`config.mk`:
```
export PLATFORM = sky130hd
export DESIGN_NAME = hfv_cordic_stage
export DESIGN_NICKNAME = d
export VERILOG_FILES = /design/src/hw/rtl/hfv_pkg.sv /design/src/hw/rtl/hfv_cordic_stage.sv
export SDC_FILE = /design/constraint.sdc
export NUM_CORES = 1
export LEC_CHECK = 0
export BUFFER_PORTS_ARGS = -buffer_cell sky130_fd_sc_hd__buf_4
export CORE_ASPECT_RATIO = 0.9
export CORE_MARGIN = 2
export CORE_UTILIZATION = 28
export CTS_CLUSTER_SIZE = 40
export DETAILED_ROUTE_END_ITERATION = 8
export GPL_TIMING_DRIVEN = 0
export PLACE_DENSITY = 0.45
export SLEW_MARGIN = 20
export SYNTH_ARGS = -nofsm -noshare
export SYNTH_HDL_FRONTEND = slang
export SYNTH_SLANG_ARGS = --single-unit
export TNS_END_PERCENT = 50
```
`constraint.sdc`:
```
create_clock -name clk -period 2.8 [get_ports clk]
set_input_delay 0.14 -clock clk [delete_from_list [all_inputs] [get_ports clk]]
set_output_delay 0.14 -clock clk [all_outputs]
set_load 0.005 [all_outputs]
```
`src/hw/rtl/hfv_pkg.sv`:
```
// Shared constants, arctangent table and register codes for the heading block.
package hfv_pkg;

    localparam int CORDIC_STEPS_DEF = 16;
    localparam int VEL_BITS_DEF     = 24;
    localparam int ANGLE_BITS_DEF   = 16;

    // Fractional guard bits added below the velocity LSB in the CORDIC datapath
    localparam int CORDIC_GUARD = 24;
    localparam int ATAN_ENTRIES = 24;

    // atan(2^-i) in units of 2^-32 turn, rounded to nearest
    localparam logic [31:0] ATAN_TURNS [ATAN_ENTRIES] = '{
        32'h20000000, 32'h12E4051E, 32'h09FB385B, 32'h051111D4,
        32'h028B0D43, 32'h0145D7E1, 32'h00A2F61E, 32'h00517C55,
        32'h0028BE53, 32'h00145F2F, 32'h000A2F98, 32'h000517CC,
        32'h00028BE6, 32'h000145F3, 32'h0000A2FA, 32'h0000517D,
        32'h000028BE, 32'h0000145F, 32'h00000A30, 32'h00000518,
        32'h0000028C, 32'h00000146, 32'h000000A3, 32'h00000051
    };

    localparam logic [31:0] HALF_TURN = 32'h80000000;

    typedef enum logic [0:0] {
        CFG_HEADING_OFFSET   = 1'b0,
        CFG_MIN_PLANAR_SPEED = 1'b1
    } cfg_reg_t;

endpackage

```
`src/hw/rtl/hfv_cordic_stage.sv`:
```
// One registered vectoring iteration of the arctangent CORDIC.
module hfv_cordic_stage
    import hfv_pkg::*;
#(
    parameter int CW   = 51,
    parameter int STEP = 0
)
(
    input  logic                 clk,
    input  logic                 en,
    input  logic signed [CW-1:0] x_in,
    input  logic signed [CW-1:0] y_in,
    input  logic        [31:0]   z_in,
    output logic signed [CW-1:0] x_out,
    output logic signed [CW-1:0] y_out,
    output logic        [31:0]   z_out
);

    logic signed [CW-1:0] xs;
    logic signed [CW-1:0] ys;
    logic signed [CW-1:0] x_next;
    logic signed [CW-1:0] y_next;
    logic        [31:0]   z_next;

    always_comb
    begin
        xs = x_in >>> STEP;
        ys = y_in >>> STEP;
        // Rotate toward the x axis: clockwise while y is non-negative
        if (!y_in[CW-1])
        begin
            x_next = x_in + ys;
            y_next = y_in - xs;
            z_next = z_in + ATAN_TURNS[STEP];
        end
        else
        begin
            x_next = x_in - ys;
            y_next = y_in + xs;
            z_next = z_in - ATAN_TURNS[STEP];
        end
    end

    always_ff @(posedge clk)
    begin
        if (en)
        begin
            x_out <= x_next;
            y_out <= y_next;
            z_out <= z_next;
        end
    end

endmodule

```
==> flow_summary.json, run 1 <==
{
  "outcome": "finished, violations left",
  "gp_congestion": 0.932,
  "slew_headroom_pct": 20.8,
  "worstSetupPathType": "in -> reg",
  "cts_buffers": 17,
  "final.setup.worst_slack_ns": -0.103,
  "ys_ff_latch": 133,
  "viasPerCell": 5.28,
  "instances_no_fill": 2576,
  "grt-ovfl-total": 0,
  "die_area_um2": 49200,
  "grt_pass1_vias": 13300,
  "seq_area_frac_synth_pct": 30.1,
  "drt-total-wl_um": 57400,
  "ioPinCount": 270,
  "worstSetupEndpointType": "register",
  "antenna_left": 0,
  "crit_required_ns": 3.04,
  "rsz0062_at_grt": "yes",
  "synth_top_area_cell": "edfxtp_1",
  "final_common_cell": "buf_4",
  "htreeDepth": 4,
  "drive_above_1_share_pct": 27.0,
  "rows": 75,
  "cts_tree": "yes",
  "setup_violations": 10,
  "max_freq_ghz": 0.345,
  "synth.top_cell.area_share_pct": 30.1,
  "period_needed_ns": 2.90,
  "cts.sinks": 133,
  "ys_async_sr_fraction_pct": 0,
  "leakage_nw": 7.77,
  "crit_path_max_fanout": 3,
  "place_area_um2": 16100,
  "slew_viol_final": 0,
  "holdCritStartpoint": "y_in[0]",
  "drt-pass1-iter-count": 7,
  "dp_worst_setup_slack_ns": -1.40,
  "cp-start-kind": "primary input",
  "clk_pin_slew_ns": 0.06,
  "dp_hpwl_um": 44900,
  "grt_use_total_pct": 22.9,
  "grt_pass1_wl_um": 83400,
  "synth_area_per_cell_um2": 8.40,
  "antenna_found_initial": 2,
  "cts.path.max_buffers": 2,
  "ys.flop_type": "edfxtp_1",
  "cts-root-buf": "clkbuf_16",
  "synth_area_leaders": "edfxtp_1 (30%), ha_1 (14%), a21oi_1 (7.6%)",
  "mostFrequentLayoutCells": "buf_4 (312), a21oi_1 (184), inv_1 (143)",
  "core_um2": 46700,
  "min_period_over_period_pct": 104,
  "power_mw": 8.66,
  "synth_edf_count": 133,
  "area_growth_pct": 37.6,
  "die_w_um": 234,
  "dp.cells": 2468,
  "hold_path.class": "in -> reg",
  "grt_max_degree": 75,
  "cp.arrival_ns": 3.14,
  "nets": 2235,
  "via_count": 13600,
  "syn_nets": 1872,
  "tightest_slew_ns": 1.19,
  "avgRoutedWirePerCell_um": 22.3,
  "hold_violations": 0,
  "powerDensity_nw_per_um2": 474,
  "syn_area_um2": 13300,
  "synthDistinctLibCells": 84,
  "violations": "setup timing",
  "stdcell_area_um2": 18300,
  "die_h_um": 211,
  "netlist_instances": 1582,
  "cp-startpoint": "x_in[0]",
  "nFillCells": 4841,
  "drtIter0Drc": 1215,
  "vdd_drop_max_v": 0.000469,
  "yosys_warnings": 0,
  "port_buffers": 269,
  "initial_utilization_pct": 28.4,
  "maxCapViolCount": 0,
  "drc": 0
}
==> metal layers <==
| layer | global-route usage (%) | vias up | routed length, um |
|---|---|---|---|
| met5 | 0 | - | 0 |
| met4 | 6.96 | 0 | 1200 |
| met2 | 34.4 | 523 | 25300 |
| li1 | - | 6403 | - |
| met1 | 32.8 | 6599 | 27300 |
| met3 | 4.67 | 76 | 3700 |
==> through the flow <==
step | utilization, % | hold slack (ns) | setup TNS, ns
floorplan | - | 0.239 | 0
global placement | 34.4 | 0.319 | -50.67
detailed placement | 34.5 | 0.319 | -47.16
CTS | 37.8 | 0.00674 | -0.235
global route | 39.1 | 0.0444 | -1.01
finish | 39.1 | 0.0445 | -0.484
==> worst max-delay path, stage by stage <==
cell       delay [ns]
buf_8            0.09
inv_4            0.03
ha_4             0.15
fa_2             0.34
nor2b_2          0.14
o31a_1           0.27
o21ai_4          0.12
a211o_4          0.37
a2111oi_4        0.28
buf_4            0.21
a21oi_4          0.09
o31a_1           0.33
nor2_2           0.17
a2111oi_4        0.05
a31oi_2          0.25
xor2_1           0.09
==> worst paths after layout <==
check	to	cells after the start
setup / recovery	x_out[50]	16
hold / removal	x_out[0]	3
==> synthesized netlist by cell type (all sizes together), types with 3 or more instances <==
library cell,instances
o21a,13
or3,8
fa,4
a221oi,3
or2,8
o41ai,3
and2,3
and3,4
a32oi,3
nand2b,20
xor2,14
a221o,3
xnor2,86
a21boi,4
or4,3
clkbuf,42
o22ai,3
clkinv,6
nand3,23
nand2,73
a21oi,203
a311oi,3
o211ai,14
nor2,144
ha,150
o21bai,44
nor2b,11
a21o,35
nand3b,6
a211o,6
nor3,24
a22oi,5
buf,35
nand4,32
o31a,8
mux2i,20
inv,158
a2111oi,4
a31oi,11
edfxtp,133
o31ai,11
nor4,18
a211oi,20
o21ai,131
nor3b,3
==> logic make-up (layout without fill, tap and decap cells) <==
family                   count (synthesis)  after routing  share of synthesized area, %
AO/OA/AOI/OAI                          550            550                          26.0
XOR/XNOR                               100            100                          6.59
adder cells (fa/ha/maj)                154            154                          14.7
buffers and inverters                  241            617                          7.18
flip-flops                             133            133                          30.1
multiplexers                            21             21                          1.59
other                                    0              2                             0
AND/OR/NAND/NOR                        383            383                          13.8
==> where the power goes <==
| group | total, mW | internal (mW) | switching, mW |
|---|---|---|---|
| logic | 3.59 | 1.52 | 2.07 |
| clock network | 2.37 | 1.33 | 1.05 |
| registers | 2.70 | 2.60 | 0.103 |
| total | 8.66 | 5.45 | 3.21 |
==> repair_timing <==
action                                 CTS  global route
setup endpoints to repair               47            41
setup buffers                           26            23
hold buffers                            31             0
endpoints found under the hold margin   32             0
pin swaps                               41            58
gates resized for setup                113           100
==> cell type report <==
type	count	area [um^2]	area share (%)
Buffer	71	395	2.16
Timing Repair Buffer	350	2790	15.2
Clock buffer	17	425	2.33
Inverter	164	624	3.42
Tap cell	616	771	4.22
Sequential cell	133	3990	21.9
Antenna cell	2	5.00	0.0274
Clock inverter	15	169	0.924
Multi-Input combinational cell	1208	9100	49.8
==> flip-flops by register name, summed over array words and instances, names as in the netlist <==
name,cells
z_out,32
x_out,51
y_out,50
Power figures use the tool's default switching activity.
==> run 2: changes to the inputs <==
- HOLD_SLACK_MARGIN: not set -> 0.1
==> flow_summary.json, run 2 (same netlist as run 1, synthesis figures left out) <==
{
  "outcome": "finished, violations left",
  "violations": "setup timing",
  "rsz0062_at_grt": "yes",
  "period_needed_ns": 2.90,
  "cts_tree": "yes",
  "cp_cell_sequence": "buf_8, inv_4, ha_4, fa_2, nor2b_2, o31a_1, o21ai_4, a211o_4, a2111oi_4, buf_4, a21oi_4, o31a_1, nor2_2, a2111oi_4, a31oi_2, xor2_1",
  "drc": 0,
  "grt_pass1_wl_um": 83400,
  "drt-total-wl_um": 57500,
  "crit_path_max_fanout": 3,
  "dp_hpwl_um": 44900,
  "cp-start-kind": "primary input",
  "htreeDepth": 4,
  "powerDensity_nw_per_um2": 473,
  "grt_pass1_vias": 13300,
  "maxCapViolCount": 0,
  "crit_required_ns": 3.04,
  "die_w_um": 234,
  "leakage_nw": 7.78,
  "power_mw": 8.67,
  "final_common_cell": "buf_4",
  "max_freq_ghz": 0.344,
  "slew_headroom_pct": 19.6,
  "antenna_found_initial": 2,
  "grt_max_degree": 75,
  "antenna_left": 0,
  "crit_family": "compound AO/OA/AOI/OAI gates",
  "cts.sinks": 133,
  "final_core_util_pct": 39.2,
  "ioPinCount": 270,
  "initial_utilization_pct": 28.4,
  "instances_no_fill": 2579,
  "avgRoutedWirePerCell_um": 22.3,
  "hold_path.class": "in -> reg",
  "final.setup.worst_slack_ns": -0.104,
  "drtIter0Drc": 1156,
  "vdd_drop_max_v": 0.000471,
  "port_buffers": 269,
  "cp-startpoint": "x_in[0]",
  "drive_above_1_share_pct": 27.0,
  "worstSetupEndpointType": "register",
  "die_area_um2": 49200,
  "grt-ovfl-total": 0,
  "worstSetupPathType": "in -> reg",
  "tightest_slew_ns": 1.21,
  "cp_slowest_cell": "a211o_4",
  "dp.cells": 2468,
  "top_register": "x_out",
  "gp_congestion": 0.932,
  "area_growth_pct": 37.8,
  "mostFrequentLayoutCells": "buf_4 (312), a21oi_1 (184), inv_1 (143)",
  "finalSetupTns_ns": -0.468,
  "drt-pass1-iter-count": 5,
  "nFillCells": 4844,
  "cp_num_buf_inv": 3,
  "nets": 2238,
  "holdCritStartpoint": "z_in[30]",
  "via_count": 13600,
  "grt_use_total_pct": 22.9,
  "largest_reg_flops": 51,
  "setup_violations": 10,
  "hold_violations": 0,
  "die_h_um": 211,
  "min_period_over_period_pct": 104,
  "top_regs": "x_out x51, y_out x50, z_out x32",
  "clk_pin_slew_ns": 0.06,
  "cts-root-buf": "clkbuf_16",
  "cp.arrival_ns": 3.14,
  "rows": 75,
  "slew_viol_final": 0,
  "cts.path.max_buffers": 2,
  "cts_buffers": 17,
  "max_stage_delay_ns": 0.37,
  "viasPerCell": 5.26,
  "core_um2": 46700
}
==> run 2: cell types whose count changed in the layout (fill, tap and decap cells not counted) <==
cell and change:
dlygate4sd3_1 +3
==> run 2: repair_timing <==
item,in CTS,in global routing
hold buffers,34,0
setup endpoints to repair,47,41
endpoints found under the hold margin,54,0
resized for setup,113,100
setup buffers,26,23
pin swaps,41,58
==> run 2: metrics by stage <==
| stage | hold WS [ns] | worst slack, ns | cell area (um^2) |
|---|---|---|---|
| 5_1_grt | 0.167 | -0.146 | 18300 |
| 2_1_floorplan | 0.239 | 0.0174 | 13300 |
| 3_5_place_dp | 0.319 | -1.40 | 16100 |
| 3_3_place_gp | 0.319 | -1.53 | 16100 |
| 6_report | 0.155 | -0.104 | 18300 |
| 4_1_cts | 0.121 | -0.122 | 17700 |
==> run 2: power by group <==
part	switching, mW	internal, mW
clock network	1.04	1.33
logic	2.07	1.53
registers	0.104	2.60
total	3.22	5.45
==> run 2: area by class of cell <==
type	instances	area, um^2	share of cell area (%)
clock buffer	17	425	2.32
sequential	133	3990	21.8
timing repair buffer	353	2820	15.4
buffer	71	395	2.16
inverter	164	624	3.41
tap	616	771	4.21
multi-input combinational	1208	9100	49.7
antenna	2	5.00	0.0273
clock inverter	15	169	0.923
==> run 2: layer usage <==
metal	GRT usage (%)	vias up	part of all wire, %
met5	0	-	0
met4	6.96	0	2.0
met3	4.66	67	6.5
met2	34.4	524	44
met1	32.8	6578	47
li1	-	6406	-
==> run 2: worst paths after layout <==
| path | end | slack [ns] | cells past startpoint |
|---|---|---|---|
| worst max-delay path | x_out[50] | -0.10 | 16 |
| worst min-delay path | z_out[30] | 0.15 | 4 |
==> run 3: changes to the inputs <==
- CORE_UTILIZATION: 28 -> 32
- PLACE_DENSITY: 0.45 -> 0.5
==> flow_summary.json, run 3 (same netlist as run 1, synthesis figures left out) <==
{
  "dp.cells": 2392,
  "area_growth_pct": 37.4,
  "die_h_um": 197,
  "top_register": "x_out",
  "antenna_found_initial": 2,
  "cts.path.max_buffers": 2,
  "initial_utilization_pct": 32.5,
  "holdPathEnd": "z_out[30]",
  "multi_input_area_um2": 9110,
  "p_switching_mw": 3.16,
  "grt-ovfl-total": 0,
  "swShare_pct": 37.5,
  "max_stage_delay_ns": 0.39,
  "drt-total-wl_um": 56500,
  "p_int_mw": 5.27,
  "place_area_um2": 16000,
  "instances_no_fill": 2514,
  "slew_viol_final": 0,
  "min_period_over_period_pct": 104,
  "antenna_left": 0,
  "tightest_slew_ns": 1.19,
  "cp-startpoint": "x_in[5]",
  "leakage_nw": 7.82,
  "nets": 2251,
  "cp_slowest_cell": "nor3b_4",
  "rsz0062_at_grt": "yes",
  "worstSetupEndpointType": "register",
  "port_buffers": 269,
  "grt_max_degree": 77,
  "hold_violations": 0,
  "viasPerCell": 5.41,
  "cp.arrival_ns": 3.13,
  "cts_tree": "yes",
  "drive_above_1_share_pct": 27.5,
  "final_common_cell": "buf_4",
  "period_needed_ns": 2.91,
  "cts.sinks": 133,
  "via_count": 13600,
  "mostFrequentLayoutCells": "buf_4 (322), a21oi_1 (181), inv_1 (142)",
  "crit_required_ns": 3.02,
  "grt_pass1_vias": 13300,
  "stdcell_area_um2": 18200,
  "holdCritStartpoint": "z_in[30]",
  "rows": 70,
  "powerDensity_nw_per_um2": 462,
  "vdd_drop_max_v": 0.000322,
  "cp_cell_sequence": "buf_8, inv_4, ha_4, buf_6, nor4_4, o2111ai_2, and2_4, a31oi_4, nor3b_4, o211ai_1, a21oi_2, o21a_1, o21bai_1, a32o_2, xor2_1",
  "drc": 0,
  "holdPathStages": 4,
  "met3_length_um": 3790,
  "largest_reg_flops": 51,
  "avgRoutedWirePerCell_um": 22.5,
  "drt-pass1-iter-count": 6,
  "violations": "setup timing",
  "max_freq_ghz": 0.344,
  "die_w_um": 219,
  "core_um2": 40800,
  "cts_buffers": 17,
  "power_frac_clock_pct": 25.1,
  "cts-root-buf": "clkbuf_16",
  "wl_met1_um": 26600,
  "cp-start-kind": "primary input",
  "top_regs": "x_out x51, y_out x50, z_out x32",
  "htreeDepth": 4,
  "slew_headroom_pct": 20.8,
  "grt_pass1_wl_um": 82500,
  "maxCapViolCount": 0,
  "die_area_um2": 43200,
  "dp_hpwl_um": 43900,
  "drtIter0Drc": 1282,
  "outcome": "finished, violations left",
  "final.setup.worst_slack_ns": -0.111,
  "hold_path.class": "in -> reg",
  "finalSetupTns_ns": -0.713,
  "final_core_util_pct": 44.7,
  "grt_use_total_pct": 25.6,
  "wl_met2_um": 24800,
  "gp_congestion": 0.922,
  "setup_violations": 16,
  "crit_path_max_fanout": 3,
  "nFillCells": 4175,
  "power.share.combinational_pct": 42.9,
  "worstSetupPathType": "in -> reg",
  "top_layer": "met4",
  "regArea_um2": 3990,
  "power_frac_seq_pct": 32.0,
  "clk_pin_slew_ns": 0.06,
  "ioPinCount": 270
}
-- run 3: cell types whose count changed in the layout (fill, tap and decap cells not counted), sizes merged --
cell      before  now
clkinv        11   10
clkbuf        54   62
bufinv         2    0
clkinvlp       2    3
diode          2    1
buf          353  359
-- run 3: layout make-up --
class | instances | share of cell area [%]
Tap cell | 540 | 3.70
Clock buffer | 18 | 2.35
Clock inverter | 13 | 0.535
Timing Repair Buffer | 364 | 15.9
Sequential cell | 133 | 21.9
Multi-Input combinational cell | 1208 | 49.9
Buffer | 73 | 2.22
Inverter | 164 | 3.48
Antenna cell | 1 | 0.0137
-- run 3: through the flow --
step	setup WS, ns	hold slack [ns]	power, mW
2_1_floorplan	0.0174	0.239	4.40
5_1_grt	-0.189	0.198	8.85
3_5_place_dp	-1.45	0.319	5.85
3_3_place_gp	-1.49	0.319	5.86
6_report	-0.111	0.196	8.43
4_1_cts	-0.146	0.187	8.25
-- run 3: worst max-delay path by stage --
stage,to,slack [ns],cells after the start
6_report,y_out[50],-0.11,15
3_5_place_dp,y_out[50],-1.45,15
2_1_floorplan,y_out[50],0.02,14
3_3_place_gp,y_out[50],-1.49,14
5_1_grt,x_out[50],-0.19,16
4_1_cts,x_out[50],-0.15,16
-- run 3: routing by layer --
| layer | up-vias | GRT usage, % |
|---|---|---|
| li1 | 6421 | - |
| met1 | 6530 | 37.0 |
| met2 | 587 | 38.9 |
| met3 | 75 | 4.28 |
| met4 | 0 | 7.78 |
| met5 | - | 0 |
-- run 3: timing repair --
action                                  in CTS  in global routing
endpoints found under the setup margin      51                 46
hold buffers                                34                  0
buffers inserted                            26                 34
resized for setup                          103                120
endpoints found under the hold margin       44                  0
pin swaps                                   43                 69
-- run 3: power groups by stage --
stage / logic, mW / registers, mW / clock network [mW]
floorplan: 1.64 / 2.75 / 0
global placement: 3.12 / 2.74 / 0
detailed placement: 3.11 / 2.74 / 0
CTS: 3.36 / 2.70 / 2.19
global route: 3.87 / 2.73 / 2.25
finish: 3.62 / 2.70 / 2.12
-- run 3: worst max-delay path, delay by kind of cell --
kind | cells | cell delay (ns)
adder cells (fa/ha/maj) | 1 | 0.20
XOR/XNOR | 1 | 0.14
AO/OA/AOI/OAI | 7 | 1.50
buffers and inverters | 3 | 0.27
AND/OR/NAND/NOR | 3 | 0.89
